===== src/hdl/assert_macros.svh =====
// ---------------------------------------------------------------------------
// Assertion macros
// Shared concurrent assertion forms for the deframer RTL.
// ---------------------------------------------------------------------------
`ifndef ASSERT_MACROS_SVH
`define ASSERT_MACROS_SVH

// Implication checked in the same cycle.
`define ASSERT_SAME(lbl, clk, rst_n, ante, cons, msg) \
	lbl: assert property (@(posedge clk) disable iff (!rst_n) (ante) |-> (cons)) \
		else $error(msg);

// Implication with the consequent checked in the next cycle.
`define ASSERT_NEXT(lbl, clk, rst_n, ante, cons, msg) \
	lbl: assert property (@(posedge clk) disable iff (!rst_n) (ante) |=> (cons)) \
		else $error(msg);

`endif


===== src/hdl/sld_pkg.sv =====
// ---------------------------------------------------------------------------
// sld_pkg
// Types and constants of the sync, length and XOR word deframer.
// ---------------------------------------------------------------------------
package sld_pkg;

	localparam int WORD_W = 32;
	localparam int LEN_W = 16;
	localparam int CNT_W = LEN_W + 1;
	localparam int IDX_W = 1;

	localparam logic [WORD_W-1:0] SYNC_TAG_RESET = 32'h1bdf9bdf;
	localparam logic [LEN_W-1:0] TIMEOUT_RESET = 16'd2;
	localparam logic [WORD_W-1:0] LEN_MASK = 32'h0000ffff;
	localparam logic [LEN_W-1:0] TICK_MAX = 16'hffff;

	localparam logic [IDX_W-1:0] REG_SYNC_TAG = 1'b0;
	localparam logic [IDX_W-1:0] REG_TIMEOUT_LIMIT = 1'b1;

	localparam logic OP_WORD = 1'b0;
	localparam logic OP_TICK = 1'b1;

	localparam logic [1:0] PH_HUNT = 2'd0;
	localparam logic [1:0] PH_HEADER = 2'd1;
	localparam logic [1:0] PH_DATA = 2'd2;

	localparam logic [1:0] KIND_SYNC = 2'd0;
	localparam logic [1:0] KIND_HEADER = 2'd1;
	localparam logic [1:0] KIND_PAYLOAD = 2'd2;
	localparam logic [1:0] KIND_CHECKSUM = 2'd3;

	localparam logic [1:0] ST_BUSY = 2'd0;
	localparam logic [1:0] ST_OK = 2'd1;
	localparam logic [1:0] ST_BAD_SUM = 2'd2;
	localparam logic [1:0] ST_TIMEOUT = 2'd3;

	typedef struct packed {
		logic [WORD_W-1:0] sync_tag;
		logic [LEN_W-1:0] timeout_limit;
	} cfg_t;

	typedef struct packed {
		logic [WORD_W-1:0] word;
		logic [1:0] kind;
		logic last;
		logic [1:0] status;
	} result_t;

endpackage


===== src/hdl/sync_length_xor_word_deframer_unit.sv =====
// ---------------------------------------------------------------------------
// sync_length_xor_word_deframer_unit
// Hunts for a sync word, frames header, payload and checksum words by length,
// and checks that the XOR of all frame words is zero.
// ---------------------------------------------------------------------------
//  channel  | handshake               | payload
//  ---------+-------------------------+-------------------------------
//  input    | in_valid / in_ready     | op, word_in
//  output   | out_valid / out_ready   | word_out, kind, last, status
//  config   | cfg_wen                 | cfg_idx, cfg_data
//
//  One beat is taken every cycle unless the output stalls; an accepted beat
//  passes through the input register and then the result register, and the
//  frame state updates between the two. Ticks and dropped words give no output
//  beat. While the output stalls, one more input beat is held in the input
//  register. Reset clears the frame state and loads the register defaults.
// ---------------------------------------------------------------------------
module sync_length_xor_word_deframer_unit import sld_pkg::*; (
	input logic clk,
	input logic arst_n,
	input logic in_valid,
	output logic in_ready,
	input logic op,
	input logic [WORD_W-1:0] word_in,
	output logic out_valid,
	input logic out_ready,
	output logic [WORD_W-1:0] word_out,
	output logic [1:0] kind,
	output logic last,
	output logic [1:0] status,
	input logic cfg_wen,
	input logic [IDX_W-1:0] cfg_idx,
	input logic [WORD_W-1:0] cfg_data
);

	cfg_t cfg;
	logic v_s1;
	logic op_s1;
	logic [WORD_W-1:0] word_s1;
	logic emit;
	result_t res;
	logic out_free;
	logic adv;
	logic out_valid_q;
	result_t res_q;

	sld_cfg u_cfg (
		.clk(clk),
		.arst_n(arst_n),
		.cfg_wen(cfg_wen),
		.cfg_idx(cfg_idx),
		.cfg_data(cfg_data),
		.cfg(cfg)
	);

	sld_core u_core (
		.clk(clk),
		.arst_n(arst_n),
		.step(adv),
		.op(op_s1),
		.word(word_s1),
		.cfg(cfg),
		.emit(emit),
		.res(res)
	);

	assign out_free = !out_valid_q || out_ready;
	assign adv = v_s1 && (!emit || out_free);
	assign in_ready = !v_s1 || adv;

	always_ff @(posedge clk or negedge arst_n) begin
		if (!arst_n) begin
			v_s1 <= 1'b0;
		end else if (in_ready) begin
			v_s1 <= in_valid;
		end
	end

	always_ff @(posedge clk) begin
		if (in_ready && in_valid) begin
			op_s1 <= op;
			word_s1 <= word_in;
		end
	end

	always_ff @(posedge clk or negedge arst_n) begin
		if (!arst_n) begin
			out_valid_q <= 1'b0;
		end else if (adv && emit) begin
			out_valid_q <= 1'b1;
		end else if (out_ready) begin
			out_valid_q <= 1'b0;
		end
	end

	always_ff @(posedge clk) begin
		if (adv && emit) begin
			res_q <= res;
		end
	end

	assign out_valid = out_valid_q;
	assign word_out = res_q.word;
	assign kind = res_q.kind;
	assign last = res_q.last;
	assign status = res_q.status;

endmodule


===== src/hdl/sld_cfg.sv =====
// ---------------------------------------------------------------------------
// sld_cfg
// Configuration registers: sync tag and timeout limit.
// ---------------------------------------------------------------------------
module sld_cfg import sld_pkg::*; (
	input logic clk,
	input logic arst_n,
	input logic cfg_wen,
	input logic [IDX_W-1:0] cfg_idx,
	input logic [WORD_W-1:0] cfg_data,
	output cfg_t cfg
);

	logic [WORD_W-1:0] sync_tag_q;
	logic [LEN_W-1:0] timeout_limit_q;

	always_ff @(posedge clk or negedge arst_n) begin
		if (!arst_n) begin
			sync_tag_q <= SYNC_TAG_RESET;
			timeout_limit_q <= TIMEOUT_RESET;
		end else if (cfg_wen) begin
			unique case (cfg_idx)
				REG_SYNC_TAG: sync_tag_q <= cfg_data;
				REG_TIMEOUT_LIMIT: timeout_limit_q <= cfg_data[LEN_W-1:0];
				default: ;
			endcase
		end
	end

	assign cfg.sync_tag = sync_tag_q;
	assign cfg.timeout_limit = timeout_limit_q;

endmodule


===== src/hdl/sld_core.sv =====
// ---------------------------------------------------------------------------
// sld_core
// Frame state and the combinational decision for one received word or tick.
// ---------------------------------------------------------------------------
`include "assert_macros.svh"

module sld_core import sld_pkg::*; (
	input logic clk,
	input logic arst_n,
	input logic step,
	input logic op,
	input logic [WORD_W-1:0] word,
	input cfg_t cfg,
	output logic emit,
	output result_t res
);

	logic [1:0] phase_q, phase_n;
	logic [CNT_W-1:0] word_cnt_q, word_cnt_n;
	logic [LEN_W-1:0] frame_len_q, frame_len_n;
	logic [WORD_W-1:0] xor_q, xor_n;
	logic [LEN_W-1:0] tick_q, tick_n;
	logic [WORD_W-1:0] xor_x;
	logic more_payload;

	assign xor_x = xor_q ^ word;
	assign more_payload = ({1'b0, frame_len_q} + CNT_W'(2)) > word_cnt_q;

	always_comb begin
		phase_n = phase_q;
		word_cnt_n = word_cnt_q;
		frame_len_n = frame_len_q;
		xor_n = xor_q;
		tick_n = tick_q;
		emit = 1'b0;
		res = '0;
		if (op == OP_TICK) begin
			if (phase_q == PH_DATA && tick_q != TICK_MAX) begin
				tick_n = tick_q + LEN_W'(1);
			end
		end else begin
			unique case (phase_q)
				PH_HUNT: begin
					tick_n = '0;
					if (word == cfg.sync_tag) begin
						word_cnt_n = CNT_W'(1);
						xor_n = word;
						phase_n = PH_HEADER;
						emit = 1'b1;
						res = '{word: word, kind: KIND_SYNC, last: 1'b0, status: ST_BUSY};
					end
				end
				PH_HEADER: begin
					frame_len_n = LEN_W'(word & LEN_MASK);
					xor_n = xor_x;
					word_cnt_n = CNT_W'(2);
					tick_n = '0;
					phase_n = PH_DATA;
					emit = 1'b1;
					res = '{word: word, kind: KIND_HEADER, last: 1'b0, status: ST_BUSY};
				end
				PH_DATA: begin
					emit = 1'b1;
					if (tick_q > cfg.timeout_limit) begin
						phase_n = PH_HUNT;
						word_cnt_n = '0;
						xor_n = '0;
						tick_n = '0;
						res = '{word: '0, kind: KIND_SYNC, last: 1'b1, status: ST_TIMEOUT};
					end else if (more_payload) begin
						xor_n = xor_x;
						word_cnt_n = word_cnt_q + CNT_W'(1);
						res = '{word: word, kind: KIND_PAYLOAD, last: 1'b0, status: ST_BUSY};
					end else begin
						phase_n = PH_HUNT;
						word_cnt_n = '0;
						xor_n = '0;
						tick_n = '0;
						res = '{word: word, kind: KIND_CHECKSUM, last: 1'b1,
							status: (xor_x == '0) ? ST_OK : ST_BAD_SUM};
					end
				end
				default: begin
					phase_n = PH_HUNT;
					word_cnt_n = '0;
					xor_n = '0;
					tick_n = '0;
				end
			endcase
		end
	end

	always_ff @(posedge clk or negedge arst_n) begin
		if (!arst_n) begin
			phase_q <= PH_HUNT;
			word_cnt_q <= '0;
			frame_len_q <= '0;
			xor_q <= '0;
			tick_q <= '0;
		end else if (step) begin
			phase_q <= phase_n;
			word_cnt_q <= word_cnt_n;
			frame_len_q <= frame_len_n;
			xor_q <= xor_n;
			tick_q <= tick_n;
		end
	end

	`ASSERT_NEXT(a_last_to_hunt, clk, arst_n, step && emit && res.last, phase_q == PH_HUNT,
		"frame end did not return to hunting")
	`ASSERT_SAME(a_count_bound, clk, arst_n, phase_q == PH_DATA,
		({1'b0, frame_len_q} + CNT_W'(2)) >= word_cnt_q, "word count ran past frame length")
	`ASSERT_SAME(a_tick_idle, clk, arst_n, phase_q != PH_DATA, tick_q == '0,
		"tick count not clear outside data phase")

endmodule

===== config.mk =====
export PLATFORM = sky130hd
export DESIGN_NAME = sync_length_xor_word_deframer_unit
export DESIGN_NICKNAME = d
export VERILOG_FILES = /design/src/hdl/sld_pkg.sv /design/src/hdl/sync_length_xor_word_deframer_unit.sv /design/src/hdl/sld_cfg.sv /design/src/hdl/sld_core.sv
export VERILOG_INCLUDE_DIRS = /design/src /design/src/hdl
export SDC_FILE = /design/constraint.sdc
export NUM_CORES = 1
export LEC_CHECK = 0
export BUFFER_PORTS_ARGS = -buffer_cell sky130_fd_sc_hd__clkbuf_2
export CAP_MARGIN = 20
export CORE_ASPECT_RATIO = 0.9
export CORE_MARGIN = 2
export CORE_UTILIZATION = 35
export DETAILED_ROUTE_END_ITERATION = 7
export PLACE_DENSITY = 0.58
export SLEW_MARGIN = 20
export SYNTH_ARGS = -nofsm -noshare
export SYNTH_HDL_FRONTEND = slang
export SYNTH_SLANG_ARGS = --single-unit

===== constraint.sdc =====
create_clock -name clk -period 5.15 [get_ports clk]
set_clock_uncertainty 0.05 [all_clocks]
set_input_delay 0.2575 -clock clk [delete_from_list [all_inputs] [get_ports clk]]
set_output_delay 0.2575 -clock clk [all_outputs]
set_load 0.02 [all_outputs]

==> reports/qor.txt, run 1 <==
Seq cells post-synth: 203
Slew Viols, Final: 0
delay of the slowest cell on the worst path: 0.77 ns
initial antenna violation count: 0
clock buffer depth: 3
CP endpoint kind: flip-flop
Crit path top cell by count: and3_1
Setup WS pre-CTS: 1.13 ns
ys flop type: dfrtp_1
Final Setup Violations: 0
die height: 167 um
# port buffers: 109
Final nets: 1163
placer's final routability congestion estimate: 0.842
PwrDens: 442 mW/mm^2
area delta synth->final: 23.9%
core box area: 0.0291 sq mm
Cell variety after synth: 56
R2R setup slack: 1.11 ns
clock root buffer master: clkbuf_16
CP top delay family: simple AND/OR/NAND/NOR gates
hold-critical path depth: 3
# IOs: 110
Crit path depth: 14
cell-by-cell trace of the critical path: and3_1 -> and3_1 -> and2_1 -> nand2_1 -> nor2_1 -> and3_1 -> ha_1 -> nand4_1 -> nor4_1 -> a21boi_1 -> o31ai_2 -> o31ai_4 -> or4_1 -> mux2i_1
global-route wire length before repair: 42100 um
critical path's slowest cell: o31ai_4
vias in the first global route: 7460
Clock Latency Late Sink: 0.53 ns
fin crit period: 4.04 ns
Syn Std Cell Area: 0.0104 sq mm
outcome: finished clean
Synth Net Count: 991
number of synthesized flops with an enable pin: 70
initial drt markers: 552
row cnt: 59
CTS Hold Bufs: 67
Ys Warns: 0
Required @ worst endpoint: 5.55 ns
worst hold path type: input port to flip-flop
leading cell type in the layout, fill and taps excluded: dfrtp_1
depth of the CTS H-tree: 1
post-route setup slack: 1.11 ns
Crit Reg-Reg Endpoint: u_core.tick_q[13]$_DFFE_PN0P_
WP buf/inv: 0
CP arrival: 4.44 ns
RSZ-0062 raised after global routing: false
ys async rst share: 65.5%
register area share after synthesis: 52.5%
TritonRoute pass-1 iters: 5
Max Freq: 248 MHz
Syn Inst Count: 880
most frequent cells in the layout: dfrtp_1 (109), clkbuf_2 (108), xnor2_1 (72)
CTS sink count: 203
vias per cell: 5.22
Post-CTS Resized: 0
Reg2Reg Launch Point: u_core.frame_len_q[3]$_DFFE_PN0P_
critical path class: flip-flop to flip-flop
Post-Route WL: 27000 um
Final ANT Viol Nets: 0
die area: 0.0311 sq mm
die width: 186 um
R2R cell count: 14
Vias: 7653
clock-pin slew on the worst setup and hold paths: 0.06 ns
syn_area_per_cell: 11.8 sq um
antenna cells: 0
largest net degree at the start of global routing: 88
peak supply drop: 0.263 mV
Post-CTS Setup Inserts: 0
Num CTS Buffers: 24
CTS tree: built
Remaining DRCs: 0
Hold Violations, Final: 0
layout cell share with drive strength beyond 1: 24.9%
Worst Path Max Fanout: 26
Tcrit/Tclk final: 78.4%
max_slew headroom: 33.9%
Leak: 0.00508 uW
Hold Path Sink: out_valid$_DFFE_PN0P_
post-route setup TNS: 0 ns
hpwl dp: 18100 um
total gr overflow: 0
Initial Util: 35.7%
routed length per placed instance: 18.4 um
max_cap viols: 0
hold path start: out_ready
GRT Overall Usage: 17.4%
slew of the pin with the lowest slew margin: 0.992 ns
startpoint types: flip-flop
-- worst max path at each step --
stage / startpoint / to
global placement: u_core.frame_len_q[3]$_DFFE_PN0P_ / u_core.tick_q[13]$_DFFE_PN0P_
CTS: u_core.frame_len_q[3]$_DFFE_PN0P_ / u_core.tick_q[13]$_DFFE_PN0P_
detailed placement: u_core.frame_len_q[3]$_DFFE_PN0P_ / u_core.tick_q[13]$_DFFE_PN0P_
finish: u_core.frame_len_q[3]$_DFFE_PN0P_ / u_core.tick_q[13]$_DFFE_PN0P_
floorplan: u_cfg.sync_tag_q[6]$_DFFE_PN1P_ / kind[0]$_SDFFCE_PP0P_
global route: u_core.frame_len_q[3]$_DFFE_PN0P_ / u_core.tick_q[7]$_DFFE_PN0P_
-- power by group --
group	switching (uW)	total [uW]	internal, uW
logic	901	1620	720
registers	286	2310	2030
clock network	693	1760	1070
-- kinds of logic (layout without fill, tap and decap cells) --
family	count (synthesis)	count (layout)	share of synthesized area, %
AO/OA/AOI/OAI	202	202	14.4
XOR/XNOR	77	77	6.49
adder cells (fa/ha/maj)	40	40	4.82
buffers and inverters	87	277	3.42
flip-flops	203	203	52.5
multiplexers	69	69	7.43
AND/OR/NAND/NOR	202	202	10.9
-- metrics by stage --
| step | util, % | total power, uW | cells | hold WS [ns] | area [sq um] |
|---|---|---|---|---|---|
| 2_1_floorplan | - | 3470 | 880 | -0.0881 | 10400 |
| 3_3_place_gp | 39.1 | 3880 | 1355 | 0.344 | 11400 |
| 6_report | 44.3 | 5700 | 1466 | 0.0479 | 12900 |
| 4_1_cts | 44.3 | 5750 | 1466 | 0.0496 | 12900 |
| 5_1_grt | 44.3 | 6040 | 1466 | 0.0732 | 12900 |
| 3_5_place_dp | 39.1 | 3920 | 1355 | 0.340 | 11400 |
-- sequential cells by signal, indices dropped and copies added, names as in the netlist, 16 cells and up --
name,cells
u_cfg.sync_tag_q,32
u_cfg.timeout_limit_q,16
u_core.frame_len_q,16
u_core.tick_q,16
u_core.word_cnt_q,17
u_core.xor_q,32
word_out,32
word_s1,32
-- layout make-up --
type                    instances  area [sq um]
clock buffers                  30           664
inverters                      46           173
fillers                      2820         16200
well taps                     396           495
clock inverters                14           166
multi-input cells             590          4620
flip-flops and latches        203          5460
repair buffers                187          1310
-- Yosys cell counts (3+ instances only) --
master / instances / area, sq um
nor2b_1: 4 / 25.0
nor3_1: 7 / 35.0
edfxtp_1: 70 / 2100
a21o_1: 6 / 45.0
o21ai_0: 49 / 245
a21oi_1: 15 / 75.1
or4_1: 9 / 67.6
nor2_1: 12 / 45.0
nand2_1: 40 / 150
nor4_1: 12 / 75.1
ha_1: 40 / 500
or2_2: 4 / 25.0
inv_1: 46 / 173
o22ai_1: 5 / 31.3
o31a_1: 3 / 26.3
a21boi_1: 3 / 22.5
o21a_1: 9 / 67.6
xnor2_1: 72 / 631
a31oi_1: 4 / 25.0
a32o_1: 33 / 330
and4_1: 5 / 43.8
buf_1: 3 / 11.3
o31ai_1: 42 / 315
and2_1: 34 / 213
dfstp_2: 24 / 631
a21boi_0: 13 / 97.6
nand4_1: 36 / 225
buf_2: 11 / 55.1
and3_1: 7 / 43.8
dfrtp_1: 109 / 2730
xor2_1: 5 / 43.8
mux2i_1: 4 / 40.0
clkbuf_1: 24 / 90.1
nand2b_1: 6 / 37.5
mux2_2: 65 / 732
o2bb2ai_1: 6 / 52.6
nand3_1: 20 / 100
-- per-layer routing --
metal / wire length (um) / up-vias / part of all wire, % / track usage, %
met5: 0 / - / 0 / 0
met4: 536 / 0 / 2.0 / 3.73
met3: 1210 / 35 / 4.5 / 2.63
met2: 12200 / 186 / 45 / 27.0
met1: 13000 / 3803 / 48 / 25.6
li1: - / 3629 / - / -
-- worst min-delay path, cell delays in order --
cell and delay [ns]:
clkbuf_2 0.07, nand2b_1 0.18, nand2_1 0.07
Power figures use the tool's default switching activity.
==> run 2, diff against run 1 <==
Settings changed: ABC_AREA set to 1.
Clock period 5.15 ns to 4 ns, I/O delays scaled along.
==> run 2 against run 1 <==
  * Via count increased by 17%
  * Clock power increased by 22%
  * Critical path type unchanged
  * Clock-buffer cell count increased by 5
==> reports/qor.txt, run 2 <==
initial drt markers: 654 (+18%)
max_cap viols: 0 (unchanged)
antenna cells: 0 (unchanged)
final instance area: 0.0134 sq mm (+4.3%)
worst hold path type: input port to asynchronous set/reset pin
Post-Route WL: 28700 um (+6.3%)
Initial Util: 35.6% (-0.087 points)
Crit path top cell by count: nand3_1
leading cell type in the layout, fill and taps excluded: nand2_1
Remaining DRCs: 0 (unchanged)
Cell variety after synth: 40 (-29%)
register area share after synthesis: 49.6% (-3.0 points)
Seq cells post-synth: 203 (unchanged)
area of the multi-input gates: 0.00475 sq mm (+2.8%)
CP endpoint kind: flip-flop
Synth area leader: dfrtp_1
R2R cell count: 23 (+9)
core box area: 0.0309 sq mm (+6.3%)
Vias: 8944 (+17%)
syn_area_per_cell: 8.39 sq um (-29%)
clock-pin slew on the worst setup and hold paths: 0.06 ns (about the same)
max_slew headroom: 39.3% (+5.4 points)
R2R setup slack: 0.43 ns (-0.68 ns)
combinational group share of total power: 9.3% (-19 points)
critical path's slowest cell: dfrtp_1
die width: 191 um (+2.9%)
post-route setup slack: 0.427 ns (-0.684 ns)
Synth Net Count: 1424 (+44%)
Max Freq: 280 MHz (+13%)
register area: 0.00546 sq mm (unchanged)
peak supply drop: 0.310 mV (+18%)
Leak: 0.00667 uW (+31%)
Post-DP Area: 0.0119 sq mm (+5.0%)
clock root buffer master: clkbuf_16
Hold Violations, Final: 0 (unchanged)
largest net degree at the start of global routing: 90 (+2.3%)
PwrDens: 372 mW/mm^2 (-16%)
Synth Area in Adders: 4.54% (-0.27 points)
most frequent cells in the layout: nand2_1 (496), inv_1 (153), dfrtp_1 (109)
Worst Path Max Fanout: 32 (+23%)
Synth Area in Compound Gates: 3.95% (-10 points)
# IOs: 110 (unchanged)
post-route setup TNS: 0 ns (unchanged)
vias per cell: 4.66 (-11%)
Ys Warns: 0 (unchanged)
layout cell share with drive strength beyond 1: 14.9% (-10 points)
Fillers: 3002 (+6.5%)
Tcrit/Tclk final: 89.3% (+11 points)
area delta synth->final: 21.9%
initial antenna violation count: 0 (unchanged)
Syn Inst Count: 1313 (+49%)
Required @ worst endpoint: 4.39 ns (-1.16 ns)
largest family of logic cells by synthesized area: simple AND/OR/NAND/NOR gates
TritonRoute pass-1 iters: 7 (+2)
post-synthesis simple-gate area fraction: 26.3% (+15 points)
startpoint types: flip-flop
outcome: finished clean
ys flop type: dfrtp_1
ys async rst share: 65.5% (unchanged)
hpwl dp: 19900 um (+9.9%)
mux contribution to synthesized area: 1.02% (-6.4 points)
Clk pwr share: 42.9% (+12 points)
total gr overflow: 0 (unchanged)
die area: 0.0329 sq mm (+5.9%)
placer's final routability congestion estimate: 0.822 (-2.4%)
clock buffer depth: 3 (unchanged)
vias in the first global route: 8466 (+13%)
CTS sink count: 203 (unchanged)
Setup WS pre-CTS: 0.236 ns (-0.894 ns)
Seq pwr share: 47.8% (+7.2 points)
Final ANT Viol Nets: 0 (unchanged)
RSZ-0062 raised after global routing: false
GRT Overall Usage: 17.7% (+0.36 points)
Synth top area share: 24.8% (-1.5 points)
fin crit period: 3.57 ns (-0.466 ns)
# port buffers: 109 (unchanged)
switch share: 24.5% (-8.5 points)
Synth Area in XOR/XNOR: 6.99% (+0.51 points)
row cnt: 61 (+3.4%)
most frequent cell after synthesis: nand2_1
top cells by count, synth: nand2_1 (498), inv_1 (154), dfrtp_1 (109)
Clock Latency Late Sink: 0.51 ns (-0.02 ns)
depth of the CTS H-tree: 1 (unchanged)
CP arrival: 3.97 ns (-0.47 ns)
number of synthesized flops with an enable pin: 70 (unchanged)
critical path class: flip-flop to flip-flop
Int Power: 3770 uW (-1.3%)
delay of the slowest cell on the worst path: 0.37 ns (-0.40 ns)
routed length per placed instance: 15.0 um (-19%)
Num CTS Buffers: 24 (unchanged)
Syn Std Cell Area: 0.0110 sq mm (+6.0%)
CTS tree: built
Final nets: 1604 (+38%)
slew of the pin with the lowest slew margin: 0.910 ns (-0.0814 ns)
Synth area leaders: dfrtp_1 (25%), edfxtp_1 (19%), nand2_1 (17%)
Final Setup Violations: 0 (unchanged)
die height: 172 um (+2.9%)
cell-by-cell trace of the critical path: ha_1 -> nand3_1 -> nor3b_2 -> nand3_1 -> nor2_1 -> nand3_1 -> nor2_2 -> nand3_1 -> xor2_1 -> ha_1 -> nand4_1 -> nor3_2 -> nand3b_1 -> nand3_1 -> nand2_2 -> inv_1 -> nand2_2 -> nand2_2 -> buf_12 -> nand2_1 -> nand2_1 -> nand2_1 -> nand2_1
P_sw: 1220 uW (-35%)
hold_ws: 0.313 ns (+0.265 ns)
Slew Viols, Final: 0 (unchanged)
global-route wire length before repair: 45900 um (+9.1%)
==> run 2: cell count changes after synthesis, moves of 23 or more <==
cell and change:
nand2_1 +458, a32o_1 -33, mux2_2 -55, o31ai_1 -42, inv_1 +108, and2_1 -34
xor2_1 +23, nor2_1 +78
==> run 2: path summary, 6_finish.rpt <==
kind,startpoint,to
setup / recovery,u_core.frame_len_q[1]$_DFFE_PN0P_,u_core.xor_q[30]$_DFFE_PN0P_
hold / removal,arst_n,u_core.phase_q[0]$_DFFE_PN0P_
setup reg to reg,u_core.frame_len_q[1]$_DFFE_PN0P_,u_core.xor_q[30]$_DFFE_PN0P_
hold reg to reg,u_cfg.sync_tag_q[25]$_DFFE_PN1P_,u_cfg.sync_tag_q[25]$_DFFE_PN1P_
max in group asynchronous,arst_n,u_cfg.sync_tag_q[28]$_DFFE_PN1P_
min in group clk,word_in[25],word_s1[25]$_DFFE_PP_
==> run 2: metrics by stage <==
stage / util, % / total power (uW) / instances
2_1_floorplan: - / 2660 / 1313
3_3_place_gp: 38.7 / 2830 / 1807
3_5_place_dp: 38.7 / 2840 / 1807
4_1_cts: 43.4 / 5050 / 1919
5_1_grt: 43.4 / 5220 / 1920
6_report: 43.4 / 4990 / 1920
==> run 2: layer usage <==
layer	wire length [um]	vias up	track usage (%)
met5	0	-	0
met1	13600	4224	25.2
met4	613	0	4.28
met3	1270	35	2.37
li1	-	4480	-
met2	13200	205	28.6
==> run 2: power by group through the flow <==
stage	Combinational, uW	Clock (uW)	Sequential, uW
global route	535	2290	2400
CTS	472	2190	2390
floorplan	282	0	2380
global placement	409	0	2420
finish	466	2140	2390
detailed placement	418	0	2420
==> run 2: repair_timing <==
action / CTS / global route
gates resized for setup: 0 / 5
hold buffers: 68 / 0
endpoints found under the hold margin: 153 / 0
endpoints found under the setup margin: 0 / 51
setup buffers: 0 / 1
==> run 2: final cells by class <==
| class | instances | share of cell area (%) |
|---|---|---|
| repair buffers | 191 | 10.1 |
| flip-flops and latches | 203 | 40.7 |
| inverters | 157 | 4.39 |
| clock buffers | 35 | 5.24 |
| multi-input cells | 916 | 35.3 |
| well taps | 409 | 3.81 |
| clock inverters | 9 | 0.512 |
==> run 2: cells by family (layout without fill, tap and decap cells) <==
| family | count (synthesis) | after routing |
|---|---|---|
| adders and majority gates | 40 | 40 |
| xor gates and xnor gates | 88 | 88 |
| DFF | 203 | 203 |
| buffers and inverters | 194 | 392 |
| muxes | 10 | 10 |
| AOI/OAI and AO/OA | 78 | 78 |
| and+or+nand+nor | 700 | 700 |
==> run 2: worst max-delay path: cells and delay by family, from the launching register on <==
kind | cells | cell delay (ns)
flip-flops | 1 | 0.37
XOR/XNOR | 1 | 0.15
adder cells (fa/ha/maj) | 2 | 0.48
AND/OR/NAND/NOR | 18 | 2.12
buffers and inverters | 2 | 0.32
